### config.mk
export PLATFORM = sky130hd
export DESIGN_NAME = mecanum_wheel_odometry
export DESIGN_NICKNAME = d
export VERILOG_FILES = /design/src/design/mwo_pkg.sv /design/src/design/mecanum_wheel_odometry.sv /design/src/design/mwo_delta.sv /design/src/design/mwo_scale.sv /design/src/design/mwo_accum.sv
export SDC_FILE = /design/constraint.sdc
export NUM_CORES = 2
export LEC_CHECK = 0
export BUFFER_PORTS_ARGS = -buffer_cell sky130_fd_sc_hd__buf_2
export CAP_MARGIN = 40
export CORE_AREA = 2 2 335 237
export CTS_CLUSTER_SIZE = 16
export DETAILED_ROUTE_END_ITERATION = 12
export DIE_AREA = 0 0 337 239
export PLACE_DENSITY = 0.75
export SKIP_LAST_GASP = 1
export SLEW_MARGIN = 40
export SYNTH_ARGS = -nofsm -noshare
export SYNTH_HDL_FRONTEND = slang
export SYNTH_SLANG_ARGS = --single-unit
export TNS_END_PERCENT = 1
### constraint.sdc
create_clock -name clk -period 20.4 [get_ports clk]
set_clock_uncertainty 0.2 [all_clocks]
set_input_delay 1.02 -clock clk [delete_from_list [all_inputs] [get_ports clk]]
set_output_delay 1.02 -clock clk [all_outputs]
set_load 0.02 [all_outputs]
### src/design/mwo_pkg.sv
package mwo_pkg;

  // fixed field widths
  localparam int unsigned WHEELS          = 4;
  localparam int unsigned FIELD_W         = 16;
  localparam int unsigned COUNT_EXT_W     = 32;
  localparam int unsigned COUNT_WIDTH_DEF = 16;
  localparam int unsigned SCALE_W         = 32;
  localparam int unsigned ACC_W           = 48;
  localparam int unsigned TRAVEL_W        = 32;
  localparam int unsigned KIND_W          = 3;

  // stream packing
  localparam int unsigned IN_DATA_W  = WHEELS * FIELD_W;
  localparam int unsigned OUT_DATA_W = 3 * ACC_W + TRAVEL_W;
  localparam int unsigned OUT_USER_W = KIND_W + 1;

  // configuration register indexes
  localparam int unsigned CFG_INDEX_W = 1;
  localparam logic [CFG_INDEX_W-1:0] REG_DISTANCE = 1'd0;
  localparam logic [CFG_INDEX_W-1:0] REG_ANGLE    = 1'd1;

  // motion codes
  localparam logic [KIND_W-1:0] KIND_FWD   = 3'd0;
  localparam logic [KIND_W-1:0] KIND_BACK  = 3'd1;
  localparam logic [KIND_W-1:0] KIND_LEFT  = 3'd2;
  localparam logic [KIND_W-1:0] KIND_RIGHT = 3'd3;
  localparam logic [KIND_W-1:0] KIND_CW    = 3'd4;
  localparam logic [KIND_W-1:0] KIND_CCW   = 3'd5;
  localparam logic [KIND_W-1:0] KIND_NONE  = 3'd6;

  // accumulator selection
  localparam logic [1:0] AXIS_X    = 2'd0;
  localparam logic [1:0] AXIS_Y    = 2'd1;
  localparam logic [1:0] AXIS_HEAD = 2'd2;

  // sign patterns of the wheel deltas, wheel one in bit 0
  localparam logic [WHEELS-1:0] PAT_FWD   = 4'b0000;
  localparam logic [WHEELS-1:0] PAT_BACK  = 4'b1111;
  localparam logic [WHEELS-1:0] PAT_LEFT  = 4'b0110;
  localparam logic [WHEELS-1:0] PAT_RIGHT = 4'b1001;
  localparam logic [WHEELS-1:0] PAT_CW    = 4'b1010;
  localparam logic [WHEELS-1:0] PAT_CCW   = 4'b0101;

  typedef struct packed {
    logic              active;
    logic              neg;
    logic [1:0]        axis;
    logic [KIND_W-1:0] kind;
  } step_ctl_t;

  // map a sign pattern to a motion and its accumulator update
  function automatic step_ctl_t classify(input logic [WHEELS-1:0] neg_pat);
    step_ctl_t c;
    c.active = 1'b1;
    c.neg    = 1'b0;
    c.axis   = AXIS_X;
    c.kind   = KIND_NONE;
    case (neg_pat)
      PAT_FWD: begin
        c.kind = KIND_FWD;
      end
      PAT_BACK: begin
        c.kind = KIND_BACK;
        c.neg  = 1'b1;
      end
      PAT_LEFT: begin
        c.kind = KIND_LEFT;
        c.axis = AXIS_Y;
        c.neg  = 1'b1;
      end
      PAT_RIGHT: begin
        c.kind = KIND_RIGHT;
        c.axis = AXIS_Y;
      end
      PAT_CW: begin
        c.kind = KIND_CW;
        c.axis = AXIS_HEAD;
      end
      PAT_CCW: begin
        c.kind = KIND_CCW;
        c.axis = AXIS_HEAD;
        c.neg  = 1'b1;
      end
      default: begin
        c.active = 1'b0;
      end
    endcase
    return c;
  endfunction

endpackage

### src/design/mecanum_wheel_odometry.sv
// Four-wheel mecanum odometry. Each input item carries the absolute counts of
// four wheel encoders; the block forms wrapped signed deltas against the
// previous counts, classifies the sign pattern as forward, backward, left,
// right, clockwise or anticlockwise, scales the mean pulse magnitude by the
// distance or angle register (24 fraction bits), adds or subtracts it with
// saturation into x, y or heading, and adds the unscaled mean to a saturating
// travel counter. One result item comes out for every input item, holding
// all accumulators after that item. One item per clock is taken unless the
// output stalls; items pass input, delta and class, product and accumulator
// registers, the scale multiplier in its own stage before the 48-bit add.
// Every stage holds its item under back-pressure and fills its own bubbles.
module mecanum_wheel_odometry #(
  parameter int unsigned COUNT_WIDTH = mwo_pkg::COUNT_WIDTH_DEF
) (
  input  logic                               clk,
  input  logic                               rst,
  // wheel_one_count, wheel_two_count, wheel_three_count, wheel_four_count
  input  logic [mwo_pkg::IN_DATA_W-1:0]      s_tdata,
  input  logic                               s_tvalid,
  output logic                               s_tready,
  // pos_x, pos_y, heading, travel_pulses
  output logic [mwo_pkg::OUT_DATA_W-1:0]     m_tdata,
  // motion_kind, saturated
  output logic [mwo_pkg::OUT_USER_W-1:0]     m_tuser,
  output logic                               m_tvalid,
  input  logic                               m_tready,
  input  logic                               cfg_we,
  input  logic [mwo_pkg::CFG_INDEX_W-1:0]    cfg_index,
  input  logic [mwo_pkg::SCALE_W-1:0]        cfg_wdata
);
  import mwo_pkg::*;

  localparam int unsigned PROD_W = COUNT_WIDTH + SCALE_W;

  logic [SCALE_W-1:0]      distance_per_pulse;
  logic [SCALE_W-1:0]      angle_per_pulse;

  logic                    cls_valid;
  logic                    cls_ready;
  step_ctl_t               cls_ctl;
  logic [COUNT_WIDTH-1:0]  cls_avg;

  logic                    mul_valid;
  logic                    mul_ready;
  step_ctl_t               mul_ctl;
  logic [COUNT_WIDTH-1:0]  mul_avg;
  logic [PROD_W-1:0]       mul_prod;

  logic signed [ACC_W-1:0] pos_x;
  logic signed [ACC_W-1:0] pos_y;
  logic signed [ACC_W-1:0] heading;
  logic [TRAVEL_W-1:0]     travel_pulses;
  logic [KIND_W-1:0]       motion_kind;
  logic                    saturated;

  // scale registers
  always_ff @(posedge clk) begin
    if (rst) begin
      distance_per_pulse <= '0;
      angle_per_pulse    <= '0;
    end else if (cfg_we) begin
      case (cfg_index)
        REG_DISTANCE: distance_per_pulse <= cfg_wdata;
        REG_ANGLE:    angle_per_pulse    <= cfg_wdata;
        default:      ;
      endcase
    end
  end

  mwo_delta #(.COUNT_WIDTH(COUNT_WIDTH)) u_delta (
    .clk       (clk),
    .rst       (rst),
    .in_valid  (s_tvalid),
    .in_ready  (s_tready),
    .in_counts (s_tdata),
    .out_valid (cls_valid),
    .out_ready (cls_ready),
    .out_ctl   (cls_ctl),
    .out_avg   (cls_avg)
  );

  mwo_scale #(.COUNT_WIDTH(COUNT_WIDTH)) u_scale (
    .clk                (clk),
    .rst                (rst),
    .in_valid           (cls_valid),
    .in_ready           (cls_ready),
    .in_ctl             (cls_ctl),
    .in_avg             (cls_avg),
    .distance_per_pulse (distance_per_pulse),
    .angle_per_pulse    (angle_per_pulse),
    .out_valid          (mul_valid),
    .out_ready          (mul_ready),
    .out_ctl            (mul_ctl),
    .out_avg            (mul_avg),
    .out_prod           (mul_prod)
  );

  mwo_accum #(.COUNT_WIDTH(COUNT_WIDTH)) u_accum (
    .clk           (clk),
    .rst           (rst),
    .in_valid      (mul_valid),
    .in_ready      (mul_ready),
    .in_ctl        (mul_ctl),
    .in_avg        (mul_avg),
    .in_prod       (mul_prod),
    .out_valid     (m_tvalid),
    .out_ready     (m_tready),
    .pos_x         (pos_x),
    .pos_y         (pos_y),
    .heading       (heading),
    .travel_pulses (travel_pulses),
    .motion_kind   (motion_kind),
    .saturated     (saturated)
  );

  // result packing
  assign m_tdata = {travel_pulses, heading, pos_y, pos_x};
  assign m_tuser = {saturated, motion_kind};

endmodule

### src/design/mwo_delta.sv
module mwo_delta #(
  parameter int unsigned COUNT_WIDTH = mwo_pkg::COUNT_WIDTH_DEF
) (
  input  logic                           clk,
  input  logic                           rst,
  input  logic                           in_valid,
  output logic                           in_ready,
  input  logic [mwo_pkg::IN_DATA_W-1:0]  in_counts,
  output logic                           out_valid,
  input  logic                           out_ready,
  output mwo_pkg::step_ctl_t             out_ctl,
  output logic [COUNT_WIDTH-1:0]         out_avg
);
  import mwo_pkg::*;

  localparam int unsigned SUM_W = COUNT_WIDTH + 2;

  logic                   cap_valid;
  logic                   cap_ready;
  logic                   advance;
  logic [FIELD_W-1:0]     cap_count [WHEELS];
  logic [COUNT_WIDTH-1:0] last_count [WHEELS];

  logic [COUNT_EXT_W-1:0] ext_count [WHEELS];
  logic [COUNT_WIDTH-1:0] now_count [WHEELS];
  logic [COUNT_WIDTH-1:0] diff [WHEELS];
  logic [COUNT_WIDTH-1:0] mag [WHEELS];
  logic [WHEELS-1:0]      neg_pat;
  logic [SUM_W-1:0]       mag_sum;

  assign cap_ready = !out_valid || out_ready;
  assign in_ready  = !cap_valid || cap_ready;
  assign advance   = cap_valid && cap_ready;

  // input register
  always_ff @(posedge clk) begin
    if (rst) begin
      cap_valid <= 1'b0;
    end else if (in_ready) begin
      cap_valid <= in_valid;
    end
    if (in_valid && in_ready) begin
      for (int w = 0; w < WHEELS; w++) begin
        cap_count[w] <= in_counts[w*FIELD_W +: FIELD_W];
      end
    end
  end

  // wrapped deltas, magnitudes and their sum
  always_comb begin
    mag_sum = '0;
    for (int w = 0; w < WHEELS; w++) begin
      ext_count[w] = {{(COUNT_EXT_W-FIELD_W){1'b0}}, cap_count[w]};
      now_count[w] = ext_count[w][COUNT_WIDTH-1:0];
      diff[w]      = now_count[w] - last_count[w];
      neg_pat[w]   = diff[w][COUNT_WIDTH-1];
      mag[w]       = neg_pat[w] ? (~diff[w] + 1'b1) : diff[w];
      mag_sum      = mag_sum + SUM_W'(mag[w]);
    end
  end

  // stored counts always follow the latest item
  always_ff @(posedge clk) begin
    if (rst) begin
      for (int w = 0; w < WHEELS; w++) begin
        last_count[w] <= '0;
      end
    end else if (advance) begin
      for (int w = 0; w < WHEELS; w++) begin
        last_count[w] <= now_count[w];
      end
    end
  end

  // classification register
  always_ff @(posedge clk) begin
    if (rst) begin
      out_valid <= 1'b0;
    end else if (cap_ready) begin
      out_valid <= cap_valid;
    end
    if (advance) begin
      out_ctl <= classify(neg_pat);
      out_avg <= mag_sum[SUM_W-1:2];
    end
  end

endmodule

### src/design/mwo_scale.sv
module mwo_scale #(
  parameter int unsigned COUNT_WIDTH = mwo_pkg::COUNT_WIDTH_DEF
) (
  input  logic                                      clk,
  input  logic                                      rst,
  input  logic                                      in_valid,
  output logic                                      in_ready,
  input  mwo_pkg::step_ctl_t                        in_ctl,
  input  logic [COUNT_WIDTH-1:0]                    in_avg,
  input  logic [mwo_pkg::SCALE_W-1:0]               distance_per_pulse,
  input  logic [mwo_pkg::SCALE_W-1:0]               angle_per_pulse,
  output logic                                      out_valid,
  input  logic                                      out_ready,
  output mwo_pkg::step_ctl_t                        out_ctl,
  output logic [COUNT_WIDTH-1:0]                    out_avg,
  output logic [COUNT_WIDTH+mwo_pkg::SCALE_W-1:0]   out_prod
);
  import mwo_pkg::*;

  localparam int unsigned PROD_W = COUNT_WIDTH + SCALE_W;

  logic               load;
  logic [SCALE_W-1:0] scale;
  logic [PROD_W-1:0]  prod;

  assign in_ready = !out_valid || out_ready;
  assign load     = in_valid && in_ready;

  // rotation uses the angle scale, translation the distance scale
  always_comb begin
    scale = (in_ctl.axis == AXIS_HEAD) ? angle_per_pulse : distance_per_pulse;
    prod  = PROD_W'(in_avg) * PROD_W'(scale);
  end

  // product register
  always_ff @(posedge clk) begin
    if (rst) begin
      out_valid <= 1'b0;
    end else if (in_ready) begin
      out_valid <= in_valid;
    end
    if (load) begin
      out_ctl  <= in_ctl;
      out_avg  <= in_avg;
      out_prod <= prod;
    end
  end

endmodule

### src/design/mwo_accum.sv
module mwo_accum #(
  parameter int unsigned COUNT_WIDTH = mwo_pkg::COUNT_WIDTH_DEF
) (
  input  logic                                      clk,
  input  logic                                      rst,
  input  logic                                      in_valid,
  output logic                                      in_ready,
  input  mwo_pkg::step_ctl_t                        in_ctl,
  input  logic [COUNT_WIDTH-1:0]                    in_avg,
  input  logic [COUNT_WIDTH+mwo_pkg::SCALE_W-1:0]   in_prod,
  output logic                                      out_valid,
  input  logic                                      out_ready,
  output logic signed [mwo_pkg::ACC_W-1:0]          pos_x,
  output logic signed [mwo_pkg::ACC_W-1:0]          pos_y,
  output logic signed [mwo_pkg::ACC_W-1:0]          heading,
  output logic [mwo_pkg::TRAVEL_W-1:0]              travel_pulses,
  output logic [mwo_pkg::KIND_W-1:0]                motion_kind,
  output logic                                      saturated
);
  import mwo_pkg::*;

  localparam int unsigned PROD_W = COUNT_WIDTH + SCALE_W;
  localparam int unsigned SUM_W  = ((PROD_W > ACC_W) ? PROD_W : ACC_W) + 2;
  localparam int unsigned TSUM_W =
    ((COUNT_WIDTH > TRAVEL_W) ? COUNT_WIDTH : TRAVEL_W) + 1;

  logic                     load;
  logic [ACC_W-1:0]         acc_sel;
  logic signed [SUM_W-1:0]  acc_ext;
  logic signed [SUM_W-1:0]  prod_ext;
  logic signed [SUM_W-1:0]  acc_sum;
  logic                     acc_ovf;
  logic [ACC_W-1:0]         acc_new;
  logic [TSUM_W-1:0]        travel_sum;
  logic                     travel_ovf;
  logic [TRAVEL_W-1:0]      travel_new;

  assign in_ready = !out_valid || out_ready;
  assign load     = in_valid && in_ready;

  // saturating add or subtract into the selected accumulator
  always_comb begin
    case (in_ctl.axis)
      AXIS_X:    acc_sel = pos_x;
      AXIS_Y:    acc_sel = pos_y;
      AXIS_HEAD: acc_sel = heading;
      default:   acc_sel = pos_x;
    endcase
    acc_ext  = {{(SUM_W-ACC_W){acc_sel[ACC_W-1]}}, acc_sel};
    prod_ext = {{(SUM_W-PROD_W){1'b0}}, in_prod};
    acc_sum  = in_ctl.neg ? (acc_ext - prod_ext) : (acc_ext + prod_ext);
    // out of range when the bits above the field differ from its sign
    acc_ovf  = (acc_sum[SUM_W-1:ACC_W-1] != {(SUM_W-ACC_W+1){1'b0}}) &&
               (acc_sum[SUM_W-1:ACC_W-1] != {(SUM_W-ACC_W+1){1'b1}});
    if (acc_ovf) begin
      acc_new = acc_sum[SUM_W-1] ? {1'b1, {(ACC_W-1){1'b0}}}
                                 : {1'b0, {(ACC_W-1){1'b1}}};
    end else begin
      acc_new = acc_sum[ACC_W-1:0];
    end
  end

  // travel counter clips at its top
  always_comb begin
    travel_sum = TSUM_W'(travel_pulses) + TSUM_W'(in_avg);
    travel_ovf = (travel_sum[TSUM_W-1:TRAVEL_W] != '0);
    travel_new = travel_ovf ? {TRAVEL_W{1'b1}} : travel_sum[TRAVEL_W-1:0];
  end

  // accumulators, also the result register
  always_ff @(posedge clk) begin
    if (rst) begin
      out_valid     <= 1'b0;
      pos_x         <= '0;
      pos_y         <= '0;
      heading       <= '0;
      travel_pulses <= '0;
    end else begin
      if (in_ready) begin
        out_valid <= in_valid;
      end
      if (load && in_ctl.active) begin
        case (in_ctl.axis)
          AXIS_X:    pos_x   <= acc_new;
          AXIS_Y:    pos_y   <= acc_new;
          AXIS_HEAD: heading <= acc_new;
          default:   pos_x   <= acc_new;
        endcase
        travel_pulses <= travel_new;
      end
    end
    if (load) begin
      motion_kind <= in_ctl.kind;
      saturated   <= in_ctl.active && (acc_ovf || travel_ovf);
    end
  end

endmodule

; ---- After elaboration in Yosys (flattened, before gate mapping)
; Memories as Yosys holds them, arrays and structs flattened.
; Index checks and enable logic that the tools add are counted.
; W data, S select, Z words.
[classes]
add_sub_neg = 14
mul = 1
eq_ne = 9
mux = 25
n_bitwise = 10
n_reduce_logical = 28
[op_table]
columns = op, n
row1 = $mux W16, 8
row2 = $mux W48, 2
row3 = $pmux W48 S2, 1
row4 = $add A16 B1 Y16 const B, 4
row5 = $mux W32, 2
row6 = $not A16 Y16, 4
row7 = $sub A16 B16 Y16, 4
row8 = $add A48 B49 Y50, 1
row9 = $mux W50, 1
row10 = $sub A48 B49 Y50, 1
row11 = $mul A16 B32 Y48, 1
row12 = $add A18 B16 Y18, 2
row13 = $add A32 B16 Y33, 1
row14 = $pmux W3 S6, 1
row15 = $add A16 B16 Y17, 1
row16 = $eq A4 B4 Y1 const B, 3
row17 = $reduce_and A2 Y1, 5
row18 = $mux W1, 9
row19 = $eq A4 B3 Y1 const B, 2
row20 = $logic_and A1 B1 Y1, 7
row21 = $reduce_or A2 Y1, 3
row22 = $reduce_or A6 Y1, 1
row23 = $logic_or A1 B1 Y1, 5
row24 = $eq A2 B2 Y1 const B, 2
row25 = other kinds (9), 16
[totals]
register_bits = 342
mem_bits_rw = 128
output_inout_bits = 182
mem_count = 2
[mem_list]
columns = name, words, word_bits, read_ports, rd_clocked_by_memory_dff, write_ports, line
row1 = u_delta.cap_count, 4, 16, 4, 0, 4, mwo_delta.sv:21  ; logic [FIELD_W-1:0] cap_count [WHEELS];
row2 = u_delta.last_count, 4, 16, 4, 0, 4, mwo_delta.sv:22  ; logic [COUNT_WIDTH-1:0] last_count [WHEELS];

; ---- Logic depth before layout (Yosys ltp)
[depth]
depth_word = 9
mapped_depth = 34
ltp_nobuf = 33

; ---- Modules after synthesis
; A second synthesis with hierarchy kept.
[unflattened]
hier_cells = 4983
hier_area_um2 = 45730.1
[modules_own_cells]
columns = module, instances, cells_each, area_each_um2
row1 = mwo_scale, 1, 2010, 18864.3
row2 = mwo_accum, 1, 1666, 13157.6
row3 = mwo_delta, 1, 1061, 11044.3
row4 = mecanum_wheel_odometry, 1, 246, 2663.8

; ---- Worst setup path before layout
; Ideal clock, no wire load.
[synth_timing]
kind = register to register
start = reg u_delta.out_ctl[4] (netlist name)
end = reg u_scale.out_prod[46] (netlist name) (data pin)
setup_time_ns = 0.264
arrival_time_ns = 7.644
required_ns = 19.936
path_slack_ns = 12.292
path_stages_with_launch = 29
path_buffers = 4
period_less_slack_ns = 8.108
path_cell_list = edfxtp_1 nand2b_1 clkbuf_1 clkbuf_1 buf_1 mux2_2 clkbuf_1 nand2_1 fa_1 fa_1 fa_1 inv_1 fa_1 fa_1 inv_1 fa_1 inv_1 ha_1 a21o_1 a21oi_1 o221ai_1 a221o_1 a31oi_1 o31ai_1 a41o_1 a2111oi_0 nor3_1 a221oi_1 xnor2_1
[synth_between]
elab_chain_cells = 3
[synth_rtl]
columns = element, line
row1 = start: declaration, mwo_delta.sv:11  ; output mwo_pkg::step_ctl_t out_ctl,
row2 = start signal: assignment, mwo_delta.sv:83  ; out_ctl <= classify(neg_pat);
row3 = $eq A2 B2 Y1, mwo_scale.sv:31  ; scale = (in_ctl.axis == AXIS_HEAD) ? angle_per_pulse : distance_per_pulse;
row4 = $mux W32, mwo_scale.sv:31
row5 = $mul A16 B32 Y48, mwo_scale.sv:32  ; prod = PROD_W'(in_avg) * PROD_W'(scale);
row6 = via u_scale.prod[46], mwo_scale.sv:24  ; logic [PROD_W-1:0] prod;
row7 = end signal: assignment, mwo_scale.sv:45  ; out_prod <= prod;
row8 = end: declaration, mwo_scale.sv:16  ; output logic [COUNT_WIDTH+mwo_pkg::SCALE_W-1:0] out_prod
; The timed path passes the listed nets, and every way through them passes these cells.
; A chain may end at the register's enable or synchronous reset.

; ---- Final worst setup path
; Ends and elaborated chain as after synthesis.

==> run summary <==
Design Power: 6170 uW
Chip width: 337 um
Synth Area in Simple Gates: 16.9%
WP data required: 20.55 ns
Worst r2r dst: u_scale.out_prod[46]
Nets: 5,828
Starting density of the core: 56.2%
Fmax: 117 MHz
Count leader, synth: nand2_1
Setup bufs post-CTS: 0
Boundary pin count: 284
Place WS: 11.85 ns
Clock latency on the worst-skew pair: 0.63 ns
Syn Area/Cell: 8.98 um2
Port Buffers: 283
Fraction of layout instances using a drive strength above 1: 10.2%
N_diodes: 0
Critical Path AT: 8.72 ns
Gpl congestion: 0.940
Clock buffer depth: 3
Number of max-cap violations: 0
# DRC: 0
Reg clk slew, reported paths: 0.07 ns
Final hold viol count: 0
Std-Cell Rows: 86
Crit path capture: u_scale.out_prod[46]
Critical Path Start: u_delta.out_ctl[4]
H-tree Lvls: 2
Critical path fanouts, max: 32
Crit. End Element: flip-flop
Synth Cell Area: 43,800 um2
Peak VDD IR: 0.000194 V
Die area: 80,500 um2
Worst Reg-to-Reg Cells: 26
Antenna violations before repair: 0
Layout area overhead: 8.82%
Tcrit/Tclk final: 42.0%
Post-CTS Resized: 0
RSZ-0062 raised after global routing: false
Commonest cells in the netlist: 615 x nand2_1, 596 x inv_1, 441 x fa_1
Setup Viol. Count Final: 0
Cts bufs inserted: 47
Root buf cell: clkbuf_16
Worst-Margin Slew: 0.825 ns
Top FF cell, synth: dfxtp_1
Routed Antenna Nets: 0
Yosys Warn Count: 0
Fillers: 6,577
Global Route Usage Sum: 28.6%
Pwr Density: 130 nW/um2
Syn Inst Count: 4,872
Worst min-delay path class: reg2reg
Via density: 5.68
Largest net degree at the start of global routing: 95
Synth Area in Adders: 28.3%
DR vias: 34,600
Setup TNS: 0 ns
Total core area: 77,800 um2
Synth async-reset ratio: 0%
# hold bufs at CTS: 0
Synth Register Bits: 470
Largest family of logic cells by synthesized area: adder cells
Top cells by area, synth: fa_1 20%, edfxtp_1 16%, dfxtp_1 11%
Chip height: 239 um
DRT Pass-1 Iters: 8
Flop-to-flop setup slack: 11.83 ns
Leading area contributor after synthesis: fa_1
Vias in the first global route: 33,500
Routed wire per std cell: 18.9 um
Rel. slew slack: 45.0%
Fin. max-slew vios: 0
Synth Area in Compound Gates: 14.1%
Mux cell area share after synthesis: 0.944%
Critical path startpoint category: flip-flop
First-pass GRT wire length: 183,000 um
Tmin final: 8.57 ns
Static leakage power: 0.0206 uW
Initial DRC Count: 2,752
Grt ovf: 0
Distinct cells, synth: 85
WS Path Type: reg2reg
XOR/XNOR Fraction of Synth Area: 5.73%
Clock Sinks: 470
Status: finished clean
Syn Nets: 5,699
Fin worst setup slack: 11.83 ns
Post-synth EDFFs: 226
WL final: 115,000 um
Final HPWL DP: 86,900 um
Reg-to-Reg Start: u_delta.out_ctl[4]
Share of the synthesized area in the top cell type: 20.2%
CTS tree: built
Post-synthesis sequential area ratio: 26.7%
==> critical path: stages, from the launching register on <==
cell and delay [ns]:
edfxtp_1 0.39, nand2b_1 0.09, buf_4 0.41, mux2_2 0.54, and2_1 0.24, fa_1 0.54, inv_1 0.05, fa_1 0.47
fa_1 0.53, inv_1 0.06, fa_1 0.44, fa_1 0.51, inv_1 0.05, fa_1 0.47, inv_1 0.04, ha_1 0.35
a21o_1 0.19, a21oi_1 0.15, o221ai_1 0.16, a221o_1 0.31, a31oi_1 0.43, o31ai_1 0.26, a41o_1 0.31, a2111oi_0 0.44
nor3_1 0.16, a221oi_1 0.35, xnor2_1 0.11
==> report_power, final <==
| part | switching (uW) | internal, uW |
|---|---|---|
| Sequential | 61.1 | 1230 |
| Clock | 403 | 542 |
| Combinational | 2430 | 1500 |
==> logic make-up after synthesis <==
family,Yosys count
buf+inv,844
flops,470
simple gates,1559
fa+ha+maj,725
mux,37
compound gates,951
xor+xnor,286
==> metrics by stage <==
stage / hold slack (ns) / util, % / cells / cell area [um2]
after global routing: 0.233 / 61.2 / 6094 / 47600
after floorplan: 0.200 / - / 4872 / 43800
after detailed placement: 0.207 / 59.0 / 6007 / 45900
after global placement: 0.204 / 59.0 / 6007 / 45900
final: 0.219 / 61.2 / 6094 / 47600
after CTS: 0.221 / 61.2 / 6093 / 47600
==> state kept, by name (all words and copies together), names as in the netlist, 7 cells and up <==
register	flops
u_accum.pos_x	48
u_accum.pos_y	48
u_delta.last_count	64
u_accum.travel_pulses	32
u_scale.out_avg	16
distance_per_pulse	32
u_scale.out_prod	48
u_delta.out_ctl	7
angle_per_pulse	32
u_scale.out_ctl	7
u_delta.out_avg	16
u_accum.heading	48
u_delta.cap_count	64
==> layer usage <==
metal / share of wire [%] / vias to the layer above / track usage (%)
met3: 8.5 / 165 / 5.81
li1: - / 16400 / -
met1: 44 / 16700 / 41.0
met5: 0 / - / 0
met4: 2.4 / 0 / 7.28
met2: 45 / 1284 / 44.3
==> final cells by class <==
cell class | instances | area, um2 | share of cell area (%)
Multi-Input combinational cell | 3558 | 28900 | 60.8
Sequential cell | 470 | 11700 | 24.5
Inverter | 597 | 2240 | 4.71
Timing Repair Buffer | 327 | 1780 | 3.74
Tap cell | 1056 | 1320 | 2.78
Clock buffer | 57 | 1240 | 2.61
Clock inverter | 29 | 422 | 0.886
==> placed cells by master (no fill, tap or decap), drive strengths merged, types with 70 or more instances in the layout <==
master | synthesis | routed
a21oi | 304 | 304
inv | 597 | 598
nor2 | 323 | 323
fa | 441 | 441
o21ai | 177 | 177
and2 | 299 | 299
dfxtp | 244 | 244
ha | 284 | 284
a211oi | 156 | 156
xnor2 | 207 | 207
buf | 22 | 326
nand2 | 615 | 615
xor2 | 79 | 79
nor3 | 70 | 70
edfxtp | 226 | 226
==> worst min-delay path by stage <==
| stage | cells past startpoint | slack, ns | start | endpoint |
|---|---|---|---|---|
| 2_1_floorplan | 0 | 0.20 | u_scale.out_ctl[0] | u_accum.motion_kind[0] |
| 3_3_place_gp | 0 | 0.20 | u_delta.out_ctl[1] | u_scale.out_ctl[1] |
| 3_5_place_dp | 0 | 0.21 | u_delta.out_ctl[1] | u_scale.out_ctl[1] |
| 4_1_cts | 0 | 0.22 | u_scale.out_ctl[0] | u_accum.motion_kind[0] |
| 5_1_grt | 0 | 0.23 | u_scale.out_ctl[0] | u_accum.motion_kind[0] |
| 6_report | 0 | 0.22 | u_scale.out_ctl[0] | u_accum.motion_kind[0] |
Note: power is estimated with default switching activity, not from simulation.
